--- src/tgc_pkg.sv ---
package tgc_pkg;

    // Default geometry
    localparam int COORD_BITS_DEF = 12;
    localparam int TIME_BITS_DEF  = 32;

    // Fixed register and field widths
    localparam int DEBOUNCE_W = 16;
    localparam int MIN_TAP_W  = 16;
    localparam int THRESH_W   = 12;
    localparam int STEP_W     = 8;
    localparam int DUR_W      = 16;
    localparam int CMD_W      = 2;
    localparam int MODE_W     = 2;
    localparam int CFG_IDX_W  = 2;
    localparam int CFG_DATA_W = 16;

    // Register reset values
    localparam logic [DEBOUNCE_W-1:0] DEBOUNCE_RST = 16'd200;
    localparam logic [MIN_TAP_W-1:0]  MIN_TAP_RST  = 16'd50;
    localparam logic [THRESH_W-1:0]   THRESH_RST   = 12'd20;
    localparam logic [STEP_W-1:0]     STEP_RST     = 8'd20;

    // Register indexes
    localparam logic [CFG_IDX_W-1:0] REG_DEBOUNCE = 2'd0;
    localparam logic [CFG_IDX_W-1:0] REG_MIN_TAP  = 2'd1;
    localparam logic [CFG_IDX_W-1:0] REG_THRESH   = 2'd2;
    localparam logic [CFG_IDX_W-1:0] REG_STEP     = 2'd3;

    // Touch command codes
    localparam logic [CMD_W-1:0] CMD_NONE    = 2'd0;
    localparam logic [CMD_W-1:0] CMD_PRESS   = 2'd1;
    localparam logic [CMD_W-1:0] CMD_RELEASE = 2'd2;
    localparam logic [CMD_W-1:0] CMD_MOVE    = 2'd3;

    // Gesture modes
    localparam logic [MODE_W-1:0] MODE_NONE     = 2'd0;
    localparam logic [MODE_W-1:0] MODE_DETECTED = 2'd1;
    localparam logic [MODE_W-1:0] MODE_LR       = 2'd2;
    localparam logic [MODE_W-1:0] MODE_UD       = 2'd3;

    // Sequencer states
    typedef enum logic [1:0] {
        ST_IDLE,
        ST_EVAL,
        ST_DIV,
        ST_EMIT
    } tgc_state_t;

endpackage

--- src/tgc_div.sv ---
// Restoring unsigned divider, one quotient bit per cycle.
module tgc_div
    import tgc_pkg::*;
#(
    parameter int NUM_W = COORD_BITS_DEF,
    parameter int DEN_W = STEP_W
)
(
    input  logic             clk,
    input  logic             rst_n,
    input  logic             start,
    input  logic [NUM_W-1:0] num,
    input  logic [DEN_W-1:0] den,
    output logic             done,
    output logic [NUM_W-1:0] quot,
    output logic [DEN_W-1:0] rem
);

    localparam int CNT_W = $clog2(NUM_W + 1);

    logic [NUM_W-1:0] quot_reg;
    logic [DEN_W-1:0] rem_reg;
    logic [DEN_W-1:0] den_reg;
    logic [CNT_W-1:0] cnt_reg;
    logic             busy_reg;
    logic             done_reg;
    logic [DEN_W:0]   trial;
    logic             fits;

    // Trial subtract of the shifted partial remainder
    assign trial = {rem_reg, quot_reg[NUM_W-1]};
    assign fits  = trial >= {1'b0, den_reg};

    // Control
    always_ff @(posedge clk or negedge rst_n)
    begin
        if (!rst_n)
        begin
            busy_reg <= 1'b0;
            done_reg <= 1'b0;
            cnt_reg  <= '0;
        end
        else
        begin
            done_reg <= 1'b0;
            if (start)
            begin
                busy_reg <= 1'b1;
                cnt_reg  <= CNT_W'(NUM_W);
            end
            else if (busy_reg)
            begin
                cnt_reg <= cnt_reg - 1'b1;
                if (cnt_reg == CNT_W'(1))
                begin
                    busy_reg <= 1'b0;
                    done_reg <= 1'b1;
                end
            end
        end
    end

    // Datapath
    always_ff @(posedge clk)
    begin
        if (start)
        begin
            quot_reg <= num;
            rem_reg  <= '0;
            den_reg  <= den;
        end
        else if (busy_reg)
        begin
            quot_reg <= {quot_reg[NUM_W-2:0], fits};
            rem_reg  <= fits ? DEN_W'(trial - {1'b0, den_reg}) : trial[DEN_W-1:0];
        end
    end

    assign done = done_reg;
    assign quot = quot_reg;
    assign rem  = rem_reg;

endmodule

--- src/touch_gesture_classifier.sv ---
// Touch gesture classifier.
// Input stream: s_tvalid/s_tready, s_tuser = touch command, s_tdata = x, y and
// the millisecond timestamp. One result beat per sample on m_tvalid/m_tready:
// m_tuser flags a tap and/or a swipe report, m_tdata carries the tap fields,
// swipe axis and steps, and the gesture mode after the sample.
// Configuration: cfg_valid/cfg_ready with cfg_index (0 debounce, 1 min tap,
// 2 swipe threshold, 3 step size) and cfg_data; always ready, write while idle.
// Each accepted sample passes through an evaluate state and then an emit state;
// a swipe move runs the serial divider between the two.
// s_tready is low from acceptance until the result is loaded into the output
// register; the next sample may enter while that result still waits.
// If the receiver stalls, the result holds in m_tdata/m_tuser and the next
// sample stalls in its emit cycle until the output register frees.
// Reset clears the gesture state and loads the register defaults
// (debounce 200 ms, min tap 50 ms, threshold 20, step 20).
module touch_gesture_classifier
    import tgc_pkg::*;
#(
    parameter int COORD_BITS = COORD_BITS_DEF,
    parameter int TIME_BITS  = TIME_BITS_DEF,
    localparam int IN_RAW    = 2 * COORD_BITS + TIME_BITS,
    localparam int IN_W      = ((IN_RAW + 7) / 8) * 8,
    localparam int OUT_RAW   = 2 * COORD_BITS + DUR_W + 1 + (COORD_BITS + 1) + MODE_W,
    localparam int OUT_W     = ((OUT_RAW + 7) / 8) * 8
)
(
    input  logic                  clk,
    input  logic                  rst_n,
    // Sample stream
    input  logic                  s_tvalid,
    output logic                  s_tready,
    input  logic [IN_W-1:0]       s_tdata,   // touch_x, touch_y, now_ms
    input  logic [CMD_W-1:0]      s_tuser,   // command
    // Result stream
    output logic                  m_tvalid,
    input  logic                  m_tready,
    output logic [OUT_W-1:0]      m_tdata,   // tap_x, tap_y, tap_duration,
                                             // swipe_axis, swipe_steps, gesture_mode
    output logic [1:0]            m_tuser,   // tap_valid, swipe_valid
    // Configuration writes
    input  logic                  cfg_valid,
    output logic                  cfg_ready,
    input  logic [CFG_IDX_W-1:0]  cfg_index,
    input  logic [CFG_DATA_W-1:0] cfg_data
);

    localparam int C = COORD_BITS;
    localparam int T = TIME_BITS;

    // Configuration registers
    logic [DEBOUNCE_W-1:0] debounce_reg;
    logic [MIN_TAP_W-1:0]  min_tap_reg;
    logic [THRESH_W-1:0]   thresh_reg;
    logic [STEP_W-1:0]     step_reg;

    // Captured sample
    logic [CMD_W-1:0] cmd_reg;
    logic [C-1:0]     x_reg;
    logic [C-1:0]     y_reg;
    logic [T-1:0]     now_reg;

    // Gesture state
    logic [MODE_W-1:0] mode_reg;
    logic [C-1:0]      origin_x_reg;
    logic [C-1:0]      origin_y_reg;
    logic [C-1:0]      anchor_x_reg;
    logic [C-1:0]      anchor_y_reg;
    logic [T-1:0]      press_time_reg;
    logic              press_seen_reg;
    logic [T-1:0]      last_event_reg;
    logic              event_seen_reg;

    // Pending result
    logic              res_tap_valid_reg;
    logic [C-1:0]      res_tap_x_reg;
    logic [C-1:0]      res_tap_y_reg;
    logic [DUR_W-1:0]  res_dur_reg;
    logic              res_swipe_valid_reg;
    logic              res_axis_reg;
    logic [C:0]        res_steps_reg;

    // Swipe division context
    logic              div_neg_reg;
    logic [C-1:0]      div_pos_reg;

    // Output register
    logic              m_tvalid_reg;
    logic [OUT_W-1:0]  m_tdata_reg;
    logic [1:0]        m_tuser_reg;

    tgc_state_t state_reg, state_next;

    // Evaluate-cycle logic
    logic [T-1:0]   gap;
    logic [T-1:0]   held;
    logic           press_ok;
    logic           tap_ok;
    logic           dur_sat;
    logic [C:0]     sx, sy, ad, dd;
    logic [C-1:0]   ax, ay, aad, dmag;
    logic           moved;
    logic           lock_ok;
    logic [C-1:0]   pos, anch;
    logic           go_div;
    logic [STEP_W-1:0] step_eff;
    logic           out_free;

    logic           div_done;
    logic [C-1:0]   div_quot;
    logic [STEP_W-1:0] div_rem;

    assign gap      = now_reg - last_event_reg;
    assign held     = now_reg - press_time_reg;
    assign press_ok = !event_seen_reg || (gap > T'(debounce_reg));
    assign tap_ok   = (held > T'(min_tap_reg)) && (mode_reg != MODE_LR) &&
                      (mode_reg != MODE_UD);
    assign dur_sat  = 33'(held) > 33'(16'hFFFF);

    // Axis differences from the origin
    assign sx    = {1'b0, x_reg} - {1'b0, origin_x_reg};
    assign sy    = {1'b0, y_reg} - {1'b0, origin_y_reg};
    assign ax    = sx[C] ? C'(-sx) : sx[C-1:0];
    assign ay    = sy[C] ? C'(-sy) : sy[C-1:0];
    assign ad    = {1'b0, ax} - {1'b0, ay};
    assign aad   = ad[C] ? C'(-ad) : ad[C-1:0];
    assign moved = (sx != '0) || (sy != '0);
    assign lock_ok = 32'(aad) >= 32'(thresh_reg);

    // Offset along the locked axis from its anchor
    assign pos  = (mode_reg == MODE_LR) ? x_reg : y_reg;
    assign anch = (mode_reg == MODE_LR) ? anchor_x_reg : anchor_y_reg;
    assign dd   = {1'b0, pos} - {1'b0, anch};
    assign dmag = dd[C] ? C'(-dd) : dd[C-1:0];
    assign step_eff = (step_reg == '0) ? STEP_W'(1) : step_reg;

    assign go_div = (cmd_reg == CMD_MOVE) && press_seen_reg && moved &&
                    ((mode_reg == MODE_LR) || (mode_reg == MODE_UD));

    assign out_free = !m_tvalid_reg || m_tready;

    tgc_div #(
        .NUM_W (C),
        .DEN_W (STEP_W)
    ) u_div (
        .clk   (clk),
        .rst_n (rst_n),
        .start (state_reg == ST_EVAL && go_div),
        .num   (dmag),
        .den   (step_eff),
        .done  (div_done),
        .quot  (div_quot),
        .rem   (div_rem)
    );

    // Sequencer
    always_ff @(posedge clk or negedge rst_n)
    begin
        if (!rst_n)
            state_reg <= ST_IDLE;
        else
            state_reg <= state_next;
    end

    always_comb
    begin
        state_next = state_reg;
        case (state_reg)
            ST_IDLE:
                if (s_tvalid)
                    state_next = ST_EVAL;
            ST_EVAL:
                state_next = go_div ? ST_DIV : ST_EMIT;
            ST_DIV:
                if (div_done)
                    state_next = ST_EMIT;
            ST_EMIT:
                if (out_free)
                    state_next = ST_IDLE;
            default:
                state_next = ST_IDLE;
        endcase
    end

    assign s_tready  = (state_reg == ST_IDLE);
    assign cfg_ready = 1'b1;

    // Configuration writes
    always_ff @(posedge clk or negedge rst_n)
    begin
        if (!rst_n)
        begin
            debounce_reg <= DEBOUNCE_RST;
            min_tap_reg  <= MIN_TAP_RST;
            thresh_reg   <= THRESH_RST;
            step_reg     <= STEP_RST;
        end
        else if (cfg_valid)
        begin
            case (cfg_index)
                REG_DEBOUNCE: debounce_reg <= cfg_data[DEBOUNCE_W-1:0];
                REG_MIN_TAP:  min_tap_reg  <= cfg_data[MIN_TAP_W-1:0];
                REG_THRESH:   thresh_reg   <= cfg_data[THRESH_W-1:0];
                REG_STEP:     step_reg     <= cfg_data[STEP_W-1:0];
                default: ;
            endcase
        end
    end

    // Sample capture
    always_ff @(posedge clk)
    begin
        if (s_tvalid && s_tready)
        begin
            cmd_reg <= s_tuser;
            x_reg   <= s_tdata[C-1:0];
            y_reg   <= s_tdata[2*C-1:C];
            now_reg <= s_tdata[2*C+T-1:2*C];
        end
    end

    // Gesture state update
    always_ff @(posedge clk or negedge rst_n)
    begin
        if (!rst_n)
        begin
            mode_reg       <= MODE_NONE;
            origin_x_reg   <= '0;
            origin_y_reg   <= '0;
            anchor_x_reg   <= '0;
            anchor_y_reg   <= '0;
            press_time_reg <= '0;
            press_seen_reg <= 1'b0;
            last_event_reg <= '0;
            event_seen_reg <= 1'b0;
        end
        else if (state_reg == ST_EVAL && cmd_reg != CMD_NONE)
        begin
            last_event_reg <= now_reg;
            event_seen_reg <= 1'b1;
            case (cmd_reg)
                CMD_PRESS:
                    if (press_ok)
                    begin
                        origin_x_reg   <= x_reg;
                        origin_y_reg   <= y_reg;
                        anchor_x_reg   <= x_reg;
                        anchor_y_reg   <= y_reg;
                        mode_reg       <= MODE_NONE;
                        press_time_reg <= now_reg;
                        press_seen_reg <= 1'b1;
                    end
                CMD_MOVE:
                    if (press_seen_reg && moved)
                    begin
                        if (mode_reg == MODE_NONE)
                            mode_reg <= MODE_DETECTED;
                        else if (mode_reg == MODE_DETECTED && lock_ok)
                            mode_reg <= (ax > ay) ? MODE_LR : MODE_UD;
                    end
                default: ;
            endcase
        end
        else if (state_reg == ST_DIV && div_done)
        begin
            // anchor + steps * step equals pos minus the signed remainder
            if (!res_axis_reg)
                anchor_x_reg <= div_neg_reg ? C'(div_pos_reg + C'(div_rem))
                                            : C'(div_pos_reg - C'(div_rem));
            else
                anchor_y_reg <= div_neg_reg ? C'(div_pos_reg + C'(div_rem))
                                            : C'(div_pos_reg - C'(div_rem));
        end
    end

    // Pending result fields
    always_ff @(posedge clk)
    begin
        if (state_reg == ST_EVAL)
        begin
            res_tap_valid_reg   <= 1'b0;
            res_tap_x_reg       <= '0;
            res_tap_y_reg       <= '0;
            res_dur_reg         <= '0;
            res_swipe_valid_reg <= 1'b0;
            res_axis_reg        <= 1'b0;
            res_steps_reg       <= '0;
            div_neg_reg         <= dd[C];
            div_pos_reg         <= pos;
            if (cmd_reg == CMD_RELEASE && press_seen_reg && tap_ok)
            begin
                res_tap_valid_reg <= 1'b1;
                res_tap_x_reg     <= anchor_x_reg;
                res_tap_y_reg     <= anchor_y_reg;
                res_dur_reg       <= dur_sat ? 16'hFFFF : held[DUR_W-1:0];
            end
            if (go_div)
            begin
                res_swipe_valid_reg <= 1'b1;
                res_axis_reg        <= (mode_reg == MODE_UD);
            end
        end
        else if (state_reg == ST_DIV && div_done)
        begin
            res_steps_reg <= div_neg_reg ? (C+1)'(-{1'b0, div_quot}) : {1'b0, div_quot};
        end
    end

    // Output register
    always_ff @(posedge clk or negedge rst_n)
    begin
        if (!rst_n)
            m_tvalid_reg <= 1'b0;
        else if (state_reg == ST_EMIT && out_free)
            m_tvalid_reg <= 1'b1;
        else if (m_tready)
            m_tvalid_reg <= 1'b0;
    end

    always_ff @(posedge clk)
    begin
        if (state_reg == ST_EMIT && out_free)
        begin
            m_tdata_reg <= OUT_W'({mode_reg, res_steps_reg, res_axis_reg, res_dur_reg,
                                   res_tap_y_reg, res_tap_x_reg});
            m_tuser_reg <= {res_swipe_valid_reg, res_tap_valid_reg};
        end
    end

    assign m_tvalid = m_tvalid_reg;
    assign m_tdata  = m_tdata_reg;
    assign m_tuser  = m_tuser_reg;

endmodule
--- config.mk ---
export PLATFORM = sky130hd
export DESIGN_NAME = touch_gesture_classifier
export DESIGN_NICKNAME = d
export VERILOG_FILES = /design/src/tgc_pkg.sv /design/src/tgc_div.sv /design/src/touch_gesture_classifier.sv
export SDC_FILE = /design/constraint.sdc
export NUM_CORES = 1
export LEC_CHECK = 0
export ABC_AREA = 1
export BUFFER_PORTS_ARGS = -buffer_cell sky130_fd_sc_hd__buf_2
export CORE_AREA = 5 5 212 214
export CTS_CLUSTER_DIAMETER = 80
export CTS_CLUSTER_SIZE = 28
export DETAILED_ROUTE_END_ITERATION = 6
export DIE_AREA = 0 0 217 219
export GPL_ROUTABILITY_DRIVEN = 0
export PLACE_DENSITY = 0.79
export SYNTH_ARGS = -nofsm -noshare
export SYNTH_HDL_FRONTEND = slang
export SYNTH_HIERARCHICAL = 1
export SYNTH_SLANG_ARGS = --single-unit
--- constraint.sdc ---
create_clock -name clk -period 6.99 [get_ports clk]
set_input_delay 1.0485 -clock clk [delete_from_list [all_inputs] [get_ports clk]]
set_output_delay 1.0485 -clock clk [all_outputs]
set_load 0.02 [all_outputs]
==> results of run 1 <==
==> area by class of cell <==
| class | count | area, sq um |
|---|---|---|
| repair buffers | 153 | 804.5 |
| multi-input cells | 2276 | 12300 |
| fillers | 3643 | 15270 |
| clock buffers | 26 | 608.1 |
| diodes | 1 | 2.502 |
| flip-flops and latches | 390 | 10630 |
| inverters | 555 | 2083 |
| well taps | 546 | 683.2 |
| clock inverters | 18 | 315.3 |
==> worst max-delay path, delay by kind of cell, from the launching register on <==
kind                     cells  cell delay [ns]
XOR/XNOR                     1             0.36
adder cells (fa/ha/maj)      4             1.45
buffers and inverters        4             0.50
flip-flops                   1             0.40
AO/OA/AOI/OAI                3             0.78
AND/OR/NAND/NOR             19             2.14
==> Yosys cell counts, drive strengths merged, types with 9 or more instances <==
cell and count:
a21oi 144, nand4 41, nand3b 15, inv 553, xor2 82, o211ai 10, a31oi 9, edfxtp 192
dfrtp 167, nor2 259, xnor2 24, o21ai 226, dfstp 10, clkbuf 41, nor3 31, ha 185
nand2 974, buf 26, o21a 10, dfxtp 21, o21bai 18, nand3 206
==> cell families after synthesis <==
group | Yosys count | share of synthesized area [%]
other | 1 | 0.01477
flip-flops | 390 | 41.86
XOR/XNOR | 106 | 3.657
AO/OA/AOI/OAI | 433 | 9.502
AND/OR/NAND/NOR | 1543 | 25.47
adder cells (fa/ha/maj) | 193 | 9.749
buffers and inverters | 622 | 9.749
==> worst paths after layout <==
| path | start | endpoint | slack [ns] | cells after the start |
|---|---|---|---|---|
| worst max-delay path | x_reg[0]$_DFFE_PP_ | mode_reg[0]$_DFFE_PN0P_ | 1.24 | 31 |
| worst min-delay path | res_dur_reg[13]$_SDFFCE_PN0P_ | m_tdata[37]$_DFFE_PP_ | 0.42 | 0 |
| worst max register to register | x_reg[0]$_DFFE_PP_ | mode_reg[0]$_DFFE_PN0P_ | 1.24 | 31 |
| worst min register to register | res_dur_reg[13]$_SDFFCE_PN0P_ | m_tdata[37]$_DFFE_PP_ | 0.42 | 0 |
| max in group asynchronous | rst_n | anchor_y_reg[11]$_DFFE_PN0P_ | 5.28 | 2 |
| min in group asynchronous | rst_n | origin_x_reg[10]$_DFFE_PN0P_ | 0.53 | 1 |
==> through the flow <==
stage	cells	setup WS, ns
2_1_floorplan	3288	2.057
3_3_place_gp	3920	1.705
3_5_place_dp	3920	1.379
4_1_cts	3964	1.312
5_1_grt	3964	0.7331
6_report	3965	1.240
==> metal layers <==
| layer | vias to the layer above | track usage (%) | share of wire [%] |
|---|---|---|---|
| li1 | 10760 | - | - |
| met1 | 10230 | 33.01 | 39 |
| met2 | 897 | 48.91 | 48 |
| met3 | 250 | 3.394 | 6.5 |
| met4 | 0 | 13.73 | 6.2 |
| met5 | - | 0 | 0 |
==> impl_metrics.py, run 1 <==
metrics = {
    "status": {
        "outcome": "finished, violations left",
        "violations": "design-rule violations",
    },
    "synth": {
        "ys_types": 57,
        "synth_top_cell_area_share_pct": 22.71,
        "syn_area_sq_mm": 0.02539,
        "syn_nets": 3562,
        "synth_seq_area_share_pct": 41.86,
        "synth_edf_count": 192,
        "synth-main-ff-cell": "edfxtp_1",
        "syn_area_per_cell_sq_um": 7.721,
        "synthArstFlopShare_pct": 45.38,
        "synth_area_leaders": "edfxtp_1 (23%), dfrtp_1 (16%), nand2_1 (14%)",
        "yosys_warnings": 6,
        "synth_seq_cells": 390,
        "synth_top_cell_by_area": "edfxtp_1",
        "syn-instance-count": 3288,
    },
    "clock_network": {
        "cts-htree-levels": 1,
        "cts_inserted_buffers": 24,
        "cts-root-buf": "clkbuf_16",
        "clkTransAtPathRegs_ns": 0.11,
        "hold_buffers": 0,
        "cts_setup_buffers": 0,
        "cts_buffer_depth": 3,
        "clk_latency_ns": 0.60,
        "post_cts_resized": 0,
        "numClockSinks": 390,
        "cts_tree": "yes",
    },
    "die": {
        "die_x_microns": 217,
        "core_area_sq_mm": 0.04270,
        "fp.dieH_microns": 219,
        "ios": 142,
        "die-area_sq_mm": 0.04752,
        "start_util_pct": 59.46,
        "rows": 76,
    },
    "sta": {
        "setup_viol": 0,
        "maxSlewViolCount": 0,
        "hold_slack_ns": 0.4157,
        "rsz0062_at_grt": "no",
        "finClkSkew_ns": 0.04191,
        "fin_crit_ns": 5.750,
        "fmax_mhz": 173.9,
        "finalSetupTns_ns": 0,
        "period_share_pct": 82.26,
        "worstMarginPinSlew_ns": 1.053,
        "slew_headroom_pct": 29.72,
        "finalHoldViolCount": 0,
    },
    "layout": {
        "largest_reg_flops": 56,
        "layout-drive-gt1-share_pct": 8.455,
        "area_growth_pct": 8.039,
        "fin_area_sq_mm": 0.02743,
        "final_util_pct": 64.24,
        "mostFrequentLayoutCells": "nand2_1 (941), inv_1 (550), nor2_1 (249)",
        "layout_commonest_cell": "nand2_1",
        "nets": 3674,
    },
    "placement": {
        "postPlaceCellArea_sq_mm": 0.02650,
        "dp_hpwl_microns": 51720,
        "numPortBuffers": 140,
    },
    "routing": {
        "drtAntennaViolNets": 0,
        "vias_per_cell": 5.584,
        "wirelength_microns": 66790,
        "dr.pass1.iters": 7,
        "drt_iter0_markers": 1775,
        "num_vias": 22140,
        "wl_per_cell_microns": 16.84,
        "drc": 1,
    },
    "global_routing": {
        "antenna_found_initial": 0,
        "grt_pass1_wl_microns": 106700,
        "grt.total_usage_pct": 27.48,
        "overflow": 0,
        "grt_pass1_vias": 21500,
        "grt_max_degree": 86,
    },
    "worst_setup_path": {
        "path_class": "reg2reg",
        "crit_top_cell": "nand2_1",
        "setup.worst_path.end_class": "flop",
        "critical_path.max_fanout": 7,
        "critPathMaxStageDelay_ns": 0.50,
        "start_kind": "flop",
        "critPathSlowestCell": "fa_1",
        "critPathArrivalTime_ns": 6.21,
        "required_ns": 7.45,
    },
    "worst_hold_path": {
        "min_path_type": "reg2reg",
    },
    "run": {
        "cap_violations": 0,
    },
}
Power of run 1 is not shown: default switching activity piles up to over one toggle a cycle in this logic, so the estimate is an artifact.
==> run 2: changes to the inputs <==
- ABC_AREA: 1 -> 0
- CORE_AREA: 5 5 212 214 -> 5 5 206 208
- DIE_AREA: 0 0 217 219 -> 0 0 211 213
- clock period: 6.99 -> 6 ns (I/O delays scaled with it)
==> impl_metrics.py, run 2 <==
metrics = {
    "worst_setup_path": {
        "setup.worst_path.end_class": "flop",
        "start_kind": "flop",
        "path_class": "reg2reg",
        "critPathArrivalTime_ns": 6.59,
        "required_ns": 6.47,
        "critical_path.max_fanout": 3,
        "r2r_slack_ns": -0.12,
        "timing.rr.end": "mode_reg[1]$_DFFE_PN0P_",
        "critPathSlowestCell": "edfxtp_1",
        "reg2regPathDepth": 33,
        "critPathLaunch": "y_reg[0]$_DFFE_PP_",
        "critPathMaxStageDelay_ns": 0.42,
        "rr_startpoint": "y_reg[0]$_DFFE_PP_",
    },
    "routing": {
        "met3_length_microns": 3388,
        "dr.pass1.iters": 6,
        "wl_met1_microns": 24300,
        "drc": 0,
        "wirelength_microns": 61320,
        "num_vias": 18980,
        "drt_iter0_markers": 1590,
        "vias_per_cell": 6.072,
        "wl_per_cell_microns": 19.62,
        "met2_length_microns": 30100,
        "highest_layer": "met4",
        "drtAntennaViolNets": 0,
    },
    "sta": {
        "period_share_pct": 102.0,
        "worstMarginPinSlew_ns": 1.199,
        "hold_slack_ns": 0.3336,
        "setup_slack_ns": -0.1193,
        "finClkSkew_ns": 0.03101,
        "maxSlewViolCount": 0,
        "finalHoldViolCount": 0,
        "setup_viol": 2,
        "rsz0062_at_grt": "yes",
        "fin_crit_ns": 6.119,
        "fmax_mhz": 163.4,
        "slew_headroom_pct": 19.46,
    },
    "placement": {
        "numPortBuffers": 140,
        "dp_hpwl_microns": 45940,
        "dp.cells": 3055,
    },
    "die": {
        "core_area_sq_mm": 0.04037,
        "ios": 142,
        "fp.dieH_microns": 213,
        "die-area_sq_mm": 0.04494,
        "rows": 74,
        "start_util_pct": 59.42,
        "die_x_microns": 211,
    },
    "clock_network": {
        "cts-htree-levels": 1,
        "clk_latency_ns": 0.59,
        "hold_buffers": 0,
        "cts_inserted_buffers": 24,
        "numClockSinks": 390,
        "cts_tree": "yes",
        "cts-root-buf": "clkbuf_16",
        "cts_buffer_depth": 3,
        "clkTransAtPathRegs_ns": 0.10,
    },
    "synth": {
        "synth_most_common_cell": "nand2_1",
        "synth_seq_area_share_pct": 44.31,
        "syn_area_per_cell_sq_um": 10.06,
        "synth_fa_ha_area_share_pct": 10.32,
        "synth-main-ff-cell": "edfxtp_1",
        "syn_nets": 2658,
        "yosys_warnings": 6,
        "synth-compound-area-share_pct": 15.28,
        "synthArstFlopShare_pct": 45.38,
        "synth_mux_area_share_pct": 7.580,
        "synth_seq_cells": 390,
        "synth_top_cell_by_area": "edfxtp_1",
        "syn_area_sq_mm": 0.02399,
        "ys_types": 94,
        "synth_top_family_by_area": "compound AO/OA/AOI/OAI gates",
        "yosys.area_share.simple_pct": 13.05,
        "synth_edf_count": 192,
        "syn-instance-count": 2384,
        "synthTopCellsByCount": "nand2_1 (231), inv_1 (205), edfxtp_1 (192)",
        "synth_area_leaders": "edfxtp_1 (24%), dfrtp_1 (17%), ha_1 (9.7%)",
        "synth_xor_xnor_area_share_pct": 4.820,
        "synth_top_cell_area_share_pct": 24.04,
    },
    "layout": {
        "multiInputGateArea_sq_mm": 0.01251,
        "regArea_sq_mm": 0.01063,
        "layout-drive-gt1-share_pct": 20.09,
        "area_growth_pct": 12.42,
        "largest_reg_flops": 56,
        "layout_commonest_cell": "nand2_1",
        "diodes": 0,
        "nets": 2849,
        "mostFrequentLayoutCells": "nand2_1 (230), inv_1 (202), edfxtp_1 (192)",
        "fin_cells": 3125,
        "fillers": 3054,
    },
    "status": {
        "violations": "negative setup slack",
        "outcome": "finished, violations left",
    },
    "worst_hold_path": {
        "min_path_type": "in2async",
    },
    "global_routing": {
        "grt_pass1_wl_microns": 97460,
        "overflow": 0,
        "grt_max_degree": 102,
        "antenna_found_initial": 0,
        "grt_pass1_vias": 18920,
        "grt.total_usage_pct": 26.72,
    },
    "run": {
        "cap_violations": 0,
    },
}
==> run 2: cell types whose count changed in the layout (fill, tap and decap cells not counted), moves of 27 or more <==
| cell | delta |
|---|---|
| a21o_1 | +29 |
| buf_4 | +82 |
| inv_1 | -348 |
| mux2_2 | +130 |
| nand2_1 | -711 |
| nand2_2 | -29 |
| nand2b_1 | +27 |
| nand3_1 | -174 |
| nor2_1 | -106 |
| nor2b_1 | +29 |
| o21ai_0 | -63 |
| xnor2_1 | +56 |
| xor2_1 | -33 |
==> run 2: layer usage <==
layer	vias up	global-route usage [%]
met3	199	2.748
met2	743	46.27
met1	9111	33.50
li1	8923	-
met4	0	13.53
met5	-	0
==> run 2: worst max-delay path by stage <==
stage | to | depth (start not counted)
floorplan | mode_reg[1]$_DFFE_PN0P_ | 35
global placement | mode_reg[1]$_DFFE_PN0P_ | 35
detailed placement | mode_reg[1]$_DFFE_PN0P_ | 33
CTS | mode_reg[1]$_DFFE_PN0P_ | 35
global route | mode_reg[1]$_DFFE_PN0P_ | 29
finish | mode_reg[1]$_DFFE_PN0P_ | 33
==> run 2: kinds of logic (layout without fill, tap and decap cells) <==
family	count (synthesis)	in the layout
buf+inv	280	489
simple gates	652	652
mux	164	164
fa+ha+maj	193	193
xor+xnor	132	132
compound gates	572	572
flops	390	390
other cells	1	1
==> run 2: per-stage QoR <==
stage | worst slack (ns) | utilization (%) | area, sq um | TNS, ns
floorplan | 0.008019 | - | 24000 | 0
global placement | -0.1322 | 63.54 | 25650 | -0.1545
detailed placement | -0.5002 | 63.54 | 25650 | -0.9103
CTS | -0.1043 | 66.22 | 26730 | -0.1207
global route | -0.4172 | 66.79 | 26960 | -0.7919
finish | -0.1193 | 66.79 | 26960 | -0.1598
==> run 2: layout make-up <==
class / count / share of cell area (%)
Timing Repair Buffer: 240 / 5.573
Inverter: 205 / 2.854
Clock buffer: 28 / 2.399
Multi-Input combinational cell: 1714 / 46.41
Clock inverter: 16 / 0.8770
Tap cell: 532 / 2.469
Sequential cell: 390 / 39.42
==> run 2: repair_timing <==
action	in CTS	in global routing
setup buffers	18	8
setup endpoints to repair	2	59
gates resized for setup	23	41
pin swaps	14	17
==> run 2: worst max-delay path: cells and delay by family, from the launching register on <==
kind            cells  cell delay (ns)
compound gates     15             2.77
simple gates        8             1.03
mux                 1             0.20
fa+ha+maj           4             0.99
xor+xnor            1             0.16
buf+inv             4             0.43
flops               1             0.42
Power of run 2 is left out for the same reason.
